===== src/pcpa_pkg.sv =====
// Package for the per-CPU page allocator: payload structs, codes, defaults.
// Used by the datapath, controller and top level in src.
package pcpa_pkg;
  localparam int CpuCountDef  = 8;
  localparam int PageCountDef = 32768;
  localparam int PageShiftDef = 12;
  localparam int AddrW = 40;

  localparam logic       OP_FREE  = 1'b0;
  localparam logic       OP_ALLOC = 1'b1;
  localparam logic [1:0] ST_OK    = 2'd0;
  localparam logic [1:0] ST_EMPTY = 2'd1;
  localparam logic [1:0] ST_BAD   = 2'd2;

  localparam logic [1:0] REG_LOW   = 2'd0;
  localparam logic [1:0] REG_HIGH  = 2'd1;
  localparam logic [1:0] REG_STEAL = 2'd2;

  localparam logic [39:0] HighReset  = 40'd2281701376;
  localparam logic [15:0] StealReset = 16'd128;

  typedef struct packed {
    logic        operation;
    logic [2:0]  cpu;
    logic [39:0] address;
  } in_word_t;

  typedef struct packed {
    logic [39:0] page_address;
    logic [1:0]  status;
  } out_word_t;

  // datapath commands
  typedef struct packed {
    logic load;     // capture input word
    logic rd_head;  // read link of own head into rdata
    logic push;     // push free page
    logic pop;      // pop own head using rdata
    logic mv;       // move head of cur to own using rdata
    logic next_cpu; // advance cur
    logic emit;     // result valid
    logic empty;
  } cmd_t;

  typedef struct packed {
    logic is_alloc;
    logic bad;
    logic own_empty;
    logic cur_nonempty;
    logic cur_is_own;
    logic cur_last;
    logic left_zero;
    logic moved;
  } sts_t;
endpackage


===== src/pcpa_ctrl.sv =====
// Controller state machine sequencing free, pop and steal walk.
// Depends on pcpa_pkg.
module pcpa_ctrl (
  input  logic           clk_i,
  input  logic           rst_ni,
  input  logic           in_valid_i,
  output logic           in_stall_o,
  output logic           out_valid_o,
  input  logic           out_stall_i,
  input  pcpa_pkg::sts_t sts_i,
  output pcpa_pkg::cmd_t cmd_o
);
  localparam logic [2:0] S_IDLE = 3'd0, S_EXEC = 3'd1, S_RD = 3'd2,
                         S_STEP = 3'd3, S_POPRD = 3'd4;
  logic [2:0] st_q, st_d;
  logic ov_q, ov_d;
  logic accept;

  assign in_stall_o  = !(st_q == S_IDLE && (!ov_q || !out_stall_i));
  assign accept      = in_valid_i && !in_stall_o;
  assign out_valid_o = ov_q;

  always_comb begin
    cmd_o = '0; st_d = st_q;
    ov_d = ov_q && out_stall_i;
    unique case (st_q)
      S_IDLE: if (accept) begin
        cmd_o.load = 1'b1; st_d = S_EXEC;
      end
      S_EXEC: begin
        if (!sts_i.is_alloc) begin
          cmd_o.push = !sts_i.bad; cmd_o.emit = 1'b1; ov_d = 1'b1; st_d = S_IDLE;
        end else if (!sts_i.own_empty) begin
          cmd_o.rd_head = 1'b1; st_d = S_POPRD;
        end else st_d = S_STEP;
      end
      S_RD: st_d = S_STEP;
      S_STEP: begin
        if (!sts_i.cur_is_own && sts_i.cur_nonempty && !sts_i.left_zero) begin
          cmd_o.mv = 1'b1; st_d = S_RD;
        end else if (sts_i.moved || sts_i.cur_last) begin
          if (sts_i.own_empty) begin
            cmd_o.emit = 1'b1; cmd_o.empty = 1'b1; ov_d = 1'b1; st_d = S_IDLE;
          end else begin
            cmd_o.rd_head = 1'b1; st_d = S_POPRD;
          end
        end else begin
          cmd_o.next_cpu = 1'b1; st_d = S_RD;
        end
      end
      S_POPRD: begin
        cmd_o.pop = 1'b1; cmd_o.emit = 1'b1; ov_d = 1'b1; st_d = S_IDLE;
      end
      default: st_d = S_IDLE;
    endcase
  end

  always_ff @(posedge clk_i or negedge rst_ni) begin
    if (!rst_ni) begin
      st_q <= S_IDLE; ov_q <= 1'b0;
    end else begin
      st_q <= st_d; ov_q <= ov_d;
    end
  end
endmodule


===== config.mk =====
export PLATFORM = sky130hd
export DESIGN_NAME = pcpa_ctrl
export DESIGN_NICKNAME = d
export VERILOG_FILES = /design/src/pcpa_pkg.sv /design/src/pcpa_ctrl.sv
export SDC_FILE = /design/constraint.sdc
export NUM_CORES = 1
export LEC_CHECK = 0
export BUFFER_PORTS_ARGS = -buffer_cell sky130_fd_sc_hd__buf_2
export CORE_AREA = 2 2 39 41
export CTS_CLUSTER_DIAMETER = 80
export DETAILED_ROUTE_END_ITERATION = 10
export DIE_AREA = 0 0 41 43
export PLACE_DENSITY_LB_ADDON = 0.2
export RECOVER_POWER = 25
export SYNTH_ARGS = -nofsm -noshare
export SYNTH_HDL_FRONTEND = slang
export SYNTH_SLANG_ARGS = --single-unit
export TNS_END_PERCENT = 20

===== constraint.sdc =====
create_clock -name clk_i -period 1 [get_ports clk_i]
set_input_delay 0.15 -clock clk_i [delete_from_list [all_inputs] [get_ports clk_i]]
set_output_delay 0.15 -clock clk_i [all_outputs]
set_load 0.01 [all_outputs]

==> summary.md, run 1 <==
| Metric | Value |
|---|---|
| Status | `complete, but fails checks` |
| Failing checks | `negative setup slack` |
| Hold Vio Cnt, Final | `0` |
| Crit path time final | `~1400 ps` |
| Max Cap Viol | `0` |
| Post-Syn Area | `327 um2` |
| Synth Net Count | `48` |
| Drt via density | `4.65` |
| Required @ worst endpoint | `850 ps` |
| Pwr/cell area | `2390 mW/mm2` |
| Register area share after synthesis | `30.7%` |
| Worst-path cell chain | `nand2b_1 > a211oi_2 > buf_2` |
| Worst setup SP type | `register` |
| Initial antenna violation count | `0` |
| Final #Nets | `between 80 and 90` |
| Unrepaired setup endpoints after global routing | `true` |
| Wire per inst | `10.3 um` |
| Core area | `0.00138 mm2` |
| Placed cells | `79` |
| Vias in the first global route | `roughly 360` |
| CTS tree | `done` |
| Tcrit/Tclk final | `140%` |
| Seq cells post-synth | `4` |
| Crit Path Max Fanout | `6` |
| Total CTS buffers | `3` |
| Congestion Overflow GR | `0` |
| Post-detail-place hpwl | `roughly 700 um` |
| IR drop worst, VDD | `between 0.0006 and 0.0007 V` |
| DR vias | `391` |
| Port-buffer cells | `21` |
| Hold Slack | `128 ps` |
| Largest net degree at the start of global routing | `7` |
| Starting Density | `23.6%` |
| Static leakage | `0.295 nW` |
| Worst Tran Pin Value | `237 ps` |
| Syn_area_per_cell | `a little over 9 um2` |
| Final cell count without fillers | `84` |
| Slew Limit Fails | `0` |
| Clk_lat worst skew | `240 ps` |
| Root buf cell | `clkbuf_4` |
| Post-Syn Instances | `36` |
| Drt drc | `0` |
| Die X | `41 um` |
| Hold path cells | `2` |
| Final setup fails | `12` |
| Global-route wire length before repair | `1.46 mm` |
| Placer Congestion | `0.714` |
| Worst reg2reg path depth | `4` |
| Final WL | `867 um` |
| GRT Resource Usage Total | `12.9%` |
| Post-synth cell types | `26` |
| Fraction of layout cells with a size suffix above 1 | `66.2%` |
| Die area | `0.00176 mm2` |
| P&R area growth vs syn | `75.9%` |
| Diode count | `0` |
| Clock sinks | `4` |
| Highest-delay cell along the critical path | `dfrtp_2` |
| Warnings, synthesis | `0` |
| Max Clk Rate | `712 MHz` |
| Io pins | `22` |
| Longest Clk Path Bufs | `2` |
| Core Rows | `14` |
| Hold/Removal Path Class | `input port to register` |
| Critical path arrival | `1250 ps` |
| CTS clock-pin slew for the worst setup and hold paths | `40 ps` |
| Critical path type | `register to output port` |
| Setup WS post-layout | `-404 ps` |
| DRT Pass-1 Iters | `3` |
| Antenna-violating nets left | `0` |
| Crit end category | `output port` |
| Slowest Stage Delay on Critical Path | `450 ps` |
| Worst slew margin | `84.1%` |
| Htree depth | `1` |
| Die Span Y | `43 um` |
| Clock Skews | `1.11 ps` |
| Initial drt markers | `3` |
synthesized netlist by cell type, drive strengths merged:
master | instances | area (um2)
dfrtp | 4 | 100
a21oi | 3 | 18.8
nand2 | 3 | 11.3
a211oi | 2 | 15.0
and3 | 2 | 12.5
nand2b | 2 | 12.5
nand3 | 2 | 15.0
nor3 | 2 | 15.0
nor3b | 2 | 20.0
o21ai | 2 | 10.0
a21boi | 1 | 7.51
and2b | 1 | 7.51
buf | 1 | 7.51
inv | 1 | 3.75
nand4 | 1 | 12.5
nand4b | 1 | 8.76
nor2 | 1 | 3.75
nor4 | 1 | 6.26
o211ai | 1 | 12.5
o21a | 1 | 7.51
o21bai | 1 | 7.51
or3b | 1 | 11.3
routing by layer:
metal	up-vias	wire length (um)	global-route usage [%]	part of all wire, %
met1	169	352	15.3	41
met3	5	65	3.14	7.5
met4	0	38	12.0	4.4
li1	201	-	-	-
met2	16	410	17.8	47
met5	-	0	0	0
worst paths after layout:
check	slack, ps	endpoint	start
worst max-delay path	-400	cmd_o[6]	st_q[1]
worst min-delay path	130	st_q[2]	sts_i[5]
worst max register to register	-80	out_valid_o	st_q[0]
worst min register to register	550	out_valid_o	out_valid_o
max in group asynchronous	520	st_q[1]	rst_ni
min in group asynchronous	270	st_q[0]	rst_ni
cell families (layout without fill, tap and decap cells):
kind of cell | count (synthesis) | count (layout) | share of synthesized area (%)
and+or+nand+nor | 19 | 19 | 41.8
AOI/OAI and AO/OA | 11 | 11 | 24.1
DFF | 4 | 4 | 30.7
buffers and inverters | 2 | 34 | 3.45
state kept, by name, summed over array words and instances (netlist names):
register	count
out_valid_o	1
st_q	3
stage by stage:
stage	TNS, ps	utilization [%]	cell area (um2)	setup slack, ps	total power (W)
final	-3360	41.5	574	-404	0.00137
after global routing	-4270	41.5	574	-473	0.00150
after CTS	-3390	40.4	559	-397	0.00134
after detailed placement	-1590	37.1	513	-212	0.00106
after global placement	-1680	37.1	513	-218	0.00106
after floorplan	-338	-	343	-82.7	0.000732
cell usage in the layout, fill, tap and decap left out:
| cell type | netlist | routed |
|---|---|---|
| dfrtp_1 | 4 | 3 |
| nand4b_1 | 1 | 1 |
| o21ai_1 | 0 | 1 |
| o21a_1 | 1 | 1 |
| dfrtp_2 | 0 | 1 |
| nor3b_1 | 1 | 1 |
| nor3_2 | 1 | 1 |
| buf_6 | 0 | 1 |
| a211oi_2 | 0 | 2 |
| nand2_1 | 3 | 3 |
| buf_2 | 0 | 20 |
| dlygate4sd3_1 | 0 | 1 |
| buf_4 | 1 | 7 |
| a21oi_1 | 2 | 2 |
| or3b_4 | 1 | 1 |
| nor4_2 | 0 | 1 |
| nor3b_2 | 1 | 1 |
| a21boi_0 | 1 | 1 |
| and2b_2 | 0 | 1 |
| nand4_2 | 1 | 1 |
| o21ai_0 | 2 | 1 |
| o21bai_1 | 1 | 1 |
| o211ai_2 | 1 | 1 |
| and3_1 | 2 | 2 |
| a21oi_2 | 1 | 1 |
| inv_1 | 1 | 1 |
| nor2_1 | 1 | 1 |
| nor3_4 | 0 | 1 |
| nand3_2 | 1 | 2 |
| clkbuf_4 | 0 | 3 |
| nand2b_1 | 2 | 2 |
| clkbuf_1 | 0 | 1 |
power breakdown:
group	total, W	switching (W)	internal (W)	leakage [nW]
sequential	0.000318	0.0000852	0.000233	0.0503
clock	0.000206	0.0000718	0.000135	0.0138
combinational	0.000849	0.000406	0.000442	0.231
total	0.00137	0.000563	0.000810	0.295
worst max-delay path, delay by kind of cell (launching register included):
kind / cells / cell delay [ps]
compound gates: 1 / 210
simple gates: 1 / 200
buf+inv: 1 / 150
flops: 1 / 450
layout make-up:
cell class	instances	area (um2)
fillers	143	810
multi-input cells	30	249
repair buffers	30	178
flip-flops and latches	4	101
clock buffers	3	22.5
well taps	16	20.0
inverters	1	3.75
repair_timing:
action                                  CTS  global route
pin swaps                                 2             2
endpoints found under the setup margin   13            13
endpoints found under the hold margin     4             0
setup buffers                             1             0
gates resized for setup                   4             4
hold buffers                              1             0
Power figures use the tool's default switching activity.
==> run 2: changes to the inputs <==
==> constraint.sdc (replaced) <==
create_clock -name clk_i -period 1.75 [get_ports clk_i]
set_input_delay 0.2625 -clock clk_i [delete_from_list [all_inputs] [get_ports clk_i]]
set_output_delay 0.2625 -clock clk_i [all_outputs]
set_load 0.01 [all_outputs]
==> summary.md, run 2 (synthesized netlist as in run 1, its figures left out) <==
| Metric | Value |
|---|---|
| Max layer used | `met3` |
| RR Endpoint | `st_q[2]` |
| Largest register FFs | `3` |
| Worst Hold End | `st_q[2]` |
| Port-buffer cells | `21` |
| P&R area growth vs syn | `45.6%` |
| Longest Clk Path Bufs | `2` |
| Critical path arrival | `approximately 1300 ps` |
| Crit path time final | `1590 ps` |
| Slew Limit Fails | `0` |
| Post-CTS setup buffer count | `0` |
| Commonest non-fill, non-tap cell in the layout | `buf_2` |
| Core Rows | `14` |
| Congestion Overflow GR | `0` |
| Global-route wire length before repair | `1.21 mm` |
| Hold Vio Cnt, Final | `0` |
| Root buf cell | `clkbuf_4` |
| Max Cap Viol | `0` |
| Post-detail-place hpwl | `~630 um` |
| Final WL | `785 um` |
| Wire per inst | `roughly 10 um` |
| Hold/Removal Path Class | `input port to register` |
| Final setup fails | `0` |
| Fillers | `148` |
| M1 wire length | `354 um` |
| Slowest Stage Delay on Critical Path | `560 ps` |
| Unrepaired setup endpoints after global routing | `false` |
| Placer Congestion | `just under 0.7` |
| Largest Register | `st_q` |
| Clock sinks | `4` |
| Die X | `41 um` |
| Tcrit/Tclk final | `90.7%` |
| Highest-count cells in the layout ignoring fill and taps | `buf_2, dfrtp_1, nand2_1, clkbuf_4` |
| Required @ worst endpoint | `1490 ps` |
| Core area | `about 0.0014 mm2` |
| Clk_lat worst skew | `230 ps` |
| Final #Nets | `74` |
| GRT Resource Usage Total | `10.4%` |
| DR vias | `354` |
| Largest net degree at the start of global routing | `13` |
| Worst Tran Pin Value | `around 380 ps` |
| CTS clock-pin slew for the worst setup and hold paths | `30 ps` |
| Critical path type | `register to output port` |
| Post-cts sizing count | `0` |
| Status | `finished clean` |
| Htree depth | `1` |
| Reg area | `100 um2` |
| Power, Total | `slightly above 0.0006 W` |
| Initial antenna violation count | `0` |
| Drt drc | `0` |
| Drt via density | `~4.7` |
| Crit Path Max Fanout | `12` |
| R2R Setup Slk | `690 ps` |
| CTS tree | `done` |
| Starting Density | `23.6%` |
| Highest-delay cell along the critical path | `dfrtp_1` |
| DRT Pass-1 Iters | `3` |
| IR drop worst, VDD | `approximately 0.00037 V` |
| Max Clk Rate | `630 MHz` |
| Static leakage | `0.251 nW` |
| Worst slew margin | `approximately 75%` |
| Total CTS buffers | `3` |
| Critical R2R Launch | `st_q[1]` |
| Clock Skews | `3.36 ps` |
| Worst reg2reg path depth | `2` |
| Met3 WL | `39 um` |
| Setup WS post-layout | `163 ps` |
| Die Span Y | `43 um` |
| Multi-input logic area | `215 um2` |
| Worst setup SP type | `register` |
| Hold path cells | `2` |
| Pwr/cell area | `1270 mW/mm2` |
| Diode count | `0` |
| WL met2 | `391 um` |
| Fraction of layout cells with a size suffix above 1 | `~50%` |
| Total negative setup slack | `0 ps` |
| Worst-path cell chain | `o211ai_2 > a211oi_1 > buf_2` |
| Antenna-violating nets left | `0` |
| Initial drt markers | `1` |
| Vias in the first global route | `317` |
| Crit end category | `output port` |
| Io pins | `22` |
| Die area | `0.00176 mm2` |
| Beginning of the worst hold path | `sts_i[5]` |
| Pre-CTS setup slack | `about 380 ps` |
[run 2: routing by layer]
layer | vias up | GRT usage, %
met5 | - | 0
met4 | 0 | 10.0
met3 | 0 | 1.57
met2 | 9 | 15.0
met1 | 159 | 11.9
li1 | 186 | -
[run 2: worst max-delay path, delay by kind of cell, from the launching register on]
| family | cells | cell delay [ps] |
|---|---|---|
| DFF | 1 | 560 |
| buffers and inverters | 1 | 160 |
| AOI/OAI and AO/OA | 2 | 370 |
[run 2: how the worst max path moves through the flow]
stage | from | endpoint | slack [ps] | depth (start not counted)
3_5_place_dp | sts_i[3] | cmd_o[1] | 380 | 5
6_report | st_q[1] | cmd_o[6] | 160 | 3
5_1_grt | st_q[1] | cmd_o[6] | 60 | 3
3_3_place_gp | sts_i[3] | cmd_o[1] | 390 | 5
4_1_cts | st_q[1] | cmd_o[6] | 140 | 3
2_1_floorplan | st_q[1] | cmd_o[5] | 510 | 2
[run 2: metrics by stage]
stage                     std cells  area, um2  utilization [%]  hold slack [ps]
after global routing             76        475             34.4              250
after global placement           72        444             32.1             76.2
after floorplan                  36        327                -            -33.1
after detailed placement         72        444             32.1             73.8
after CTS                        76        477             34.4              236
final                            76        475             34.4              246
[run 2: layout make-up]
| class | count | area share, % |
|---|---|---|
| Clock buffer | 3 | 4.74 |
| Multi-Input combinational cell | 30 | 45.3 |
| Tap cell | 16 | 4.21 |
| Timing Repair Buffer | 22 | 23.9 |
| Sequential cell | 4 | 21.1 |
| Inverter | 1 | 0.789 |
[run 2: repair_timing]
action / in CTS / in global routing
hold buffers: 1 / 0
setup endpoints to repair: 0 / 0
endpoints found under the hold margin: 4 / 0
[run 2: power by group]
part / switching [W] / internal (W)
combinational: 0.000150 / 0.000141
clock: 0.0000356 / 0.0000766
sequential: 0.0000714 / 0.000130
==> run 3: changes to the inputs <==
--- a/config.mk
+++ b/config.mk
@@ -5,11 +5,11 @@
 export SDC_FILE = /design/constraint.sdc
 export NUM_CORES = 1
 export LEC_CHECK = 0
-export BUFFER_PORTS_ARGS = -buffer_cell sky130_fd_sc_hd__buf_2
 export CORE_AREA = 2 2 39 41
 export CTS_CLUSTER_DIAMETER = 80
 export DETAILED_ROUTE_END_ITERATION = 10
 export DIE_AREA = 0 0 41 43
+export DONT_BUFFER_PORTS = 1
 export PLACE_DENSITY_LB_ADDON = 0.2
 export RECOVER_POWER = 25
 export SYNTH_ARGS = -nofsm -noshare
==> constraint.sdc (replaced) <==
create_clock -name clk_i -period 2 [get_ports clk_i]
set_input_delay 0.3 -clock clk_i [delete_from_list [all_inputs] [get_ports clk_i]]
set_output_delay 0.3 -clock clk_i [all_outputs]
set_load 0.01 [all_outputs]
==> summary.md, run 3 (synthesized netlist as in run 1, its figures left out) <==
| Metric | Value |
|---|---|
| Status | `finished clean` |
| Final #Nets | `53` |
| Fraction of layout cells with a size suffix above 1 | `25.6%` |
| P&R area growth vs syn | `13.8%` |
| Critical path arrival | `~1400 ps` |
| Highest-delay cell along the critical path | `dfrtp_1` |
| Slowest Stage Delay on Critical Path | `540 ps` |
| Root buf cell | `clkbuf_4` |
| Clock Skews | `1.10 ps` |
| Final WL | `between 700 and 800 um` |
| Die area | `0.00176 mm2` |
| Crit end category | `output port` |
| Critical path type | `register to output port` |
| Unrepaired setup endpoints after global routing | `false` |
| Starting Density | `between 20% and 30%` |
| Total CTS buffers | `3` |
| Pre-CTS setup slack | `574 ps` |
| Required @ worst endpoint | `1700 ps` |
| Highest-count cells in the layout ignoring fill and taps | `dfrtp_1, nand2_1, clkbuf_4` |
| Worst Setup SP | `st_q[1]` |
| Commonest non-fill, non-tap cell in the layout | `dfrtp_1` |
| Critical R2R Launch | `st_q[1]` |
| CP top delay family | `compound AO/OA/AOI/OAI gates` |
| Drt via density | `~5.3` |
| Hold Vio Cnt, Final | `0` |
| Hold/Removal Path Class | `input port to register` |
| Worst slew margin | `66.6%` |
| Final setup fails | `0` |
| Diode count | `0` |
| Post-CTS setup buffer count | `0` |
| Pwr/cell area | `about 1300 mW/mm2` |
| Largest register FFs | `3` |
| GRT Resource Usage Total | `9.38%` |
| Core area | `0.00138 mm2` |
| Clk_lat worst skew | `240 ps` |
| Vias in the first global route | `277` |
| Slew Limit Fails | `0` |
| Largest net degree at the start of global routing | `13` |
| WP depth | `2` |
| Clock sinks | `4` |
| Drt drc | `0` |
| Wire per inst | `13.8 um` |
| Core Rows | `14` |
| Placer Congestion | `0.699` |
| R2R Setup Slk | `~880 ps` |
| Setup WS post-layout | `about 350 ps` |
| CTS Hold Bufs | `1` |
| Max Cap Viol | `0` |
| IR drop worst, VDD | `roughly 0.00033 V` |
| Final Util | `between 20% and 30%` |
| Tcrit/Tclk final | `82.4%` |
| Post-cts sizing count | `0` |
| Worst Tran Pin Value | `496 ps` |
| Longest Clk Path Bufs | `2` |
| Worst reg2reg path depth | `3` |
| Congestion Overflow GR | `0` |
| Max Clk Rate | `607 MHz` |
| WP buf/inv | `0` |
| Global-route wire length before repair | `1.10 mm` |
| Initial drt markers | `7` |
| DRT Pass-1 Iters | `4` |
| Worst setup SP type | `register` |
| CTS clock-pin slew for the worst setup and hold paths | `40 ps` |
| Die Span Y | `43 um` |
| CTS tree | `done` |
| Beginning of the worst hold path | `sts_i[5]` |
| Hold path cells | `1` |
| Worst-path cell chain | `o211ai_2 > a211oi_1` |
| Largest Register | `st_q` |
| DR vias | `294` |
| Die X | `41 um` |
| Htree depth | `1` |
| Static leakage | `0.159 nW` |
| Crit Path Max Fanout | `12` |
| Port-buffer cells | `0` |
| Total negative setup slack | `0 ps` |
| Initial antenna violation count | `0` |
| Io pins | `22` |
| Post-detail-place hpwl | `606 um` |
| Antenna-violating nets left | `0` |
| Crit path time final | `1650 ps` |
-- run 3: metrics by stage --
step	hold WS [ps]	total power, W	area [um2]	cells
floorplan	4.41	0.000350	327	36
global placement	4.55	0.000370	339	51
detailed placement	4.60	0.000374	339	51
CTS	135	0.000482	372	55
global route	129	0.000518	372	55
finish	139	0.000476	372	55
-- run 3: power breakdown --
| part | switching (W) | internal, W | total [W] |
|---|---|---|---|
| clock | 0.0000330 | 0.0000671 | 0.000100 |
| combinational | 0.000116 | 0.0000805 | 0.000197 |
| sequential | 0.0000655 | 0.000114 | 0.000179 |
-- run 3: path summary, 6_finish.rpt --
kind	to
max	cmd_o[6]
min	st_q[2]
max reg2reg	out_valid_o
min reg2reg	st_q[0]
max in group asynchronous	st_q[0]
min in group asynchronous	st_q[1]
-- run 3: area by class of cell --
class / instances / area, um2
Timing Repair Buffer: 1 / 10.0
Clock buffer: 3 / 22.5
Multi-Input combinational cell: 30 / 215
Sequential cell: 4 / 100
Tap cell: 16 / 20.0
Inverter: 1 / 3.75
Fill cell: 162 / 1010
-- run 3: worst reg2reg max path, cell delays in order (launching register included) --
cell and delay (ps):
dfrtp_1 500, nor3b_2 400, a21oi_2 80, nand3_2 90
-- run 3: per-layer routing --
metal	global-route usage, %	routed length [um]	vias up
met2	14.1	401	15
li1	-	-	143
met4	8.00	13	0
met5	0	0	-
met3	2.09	52	2
met1	10.5	289	134
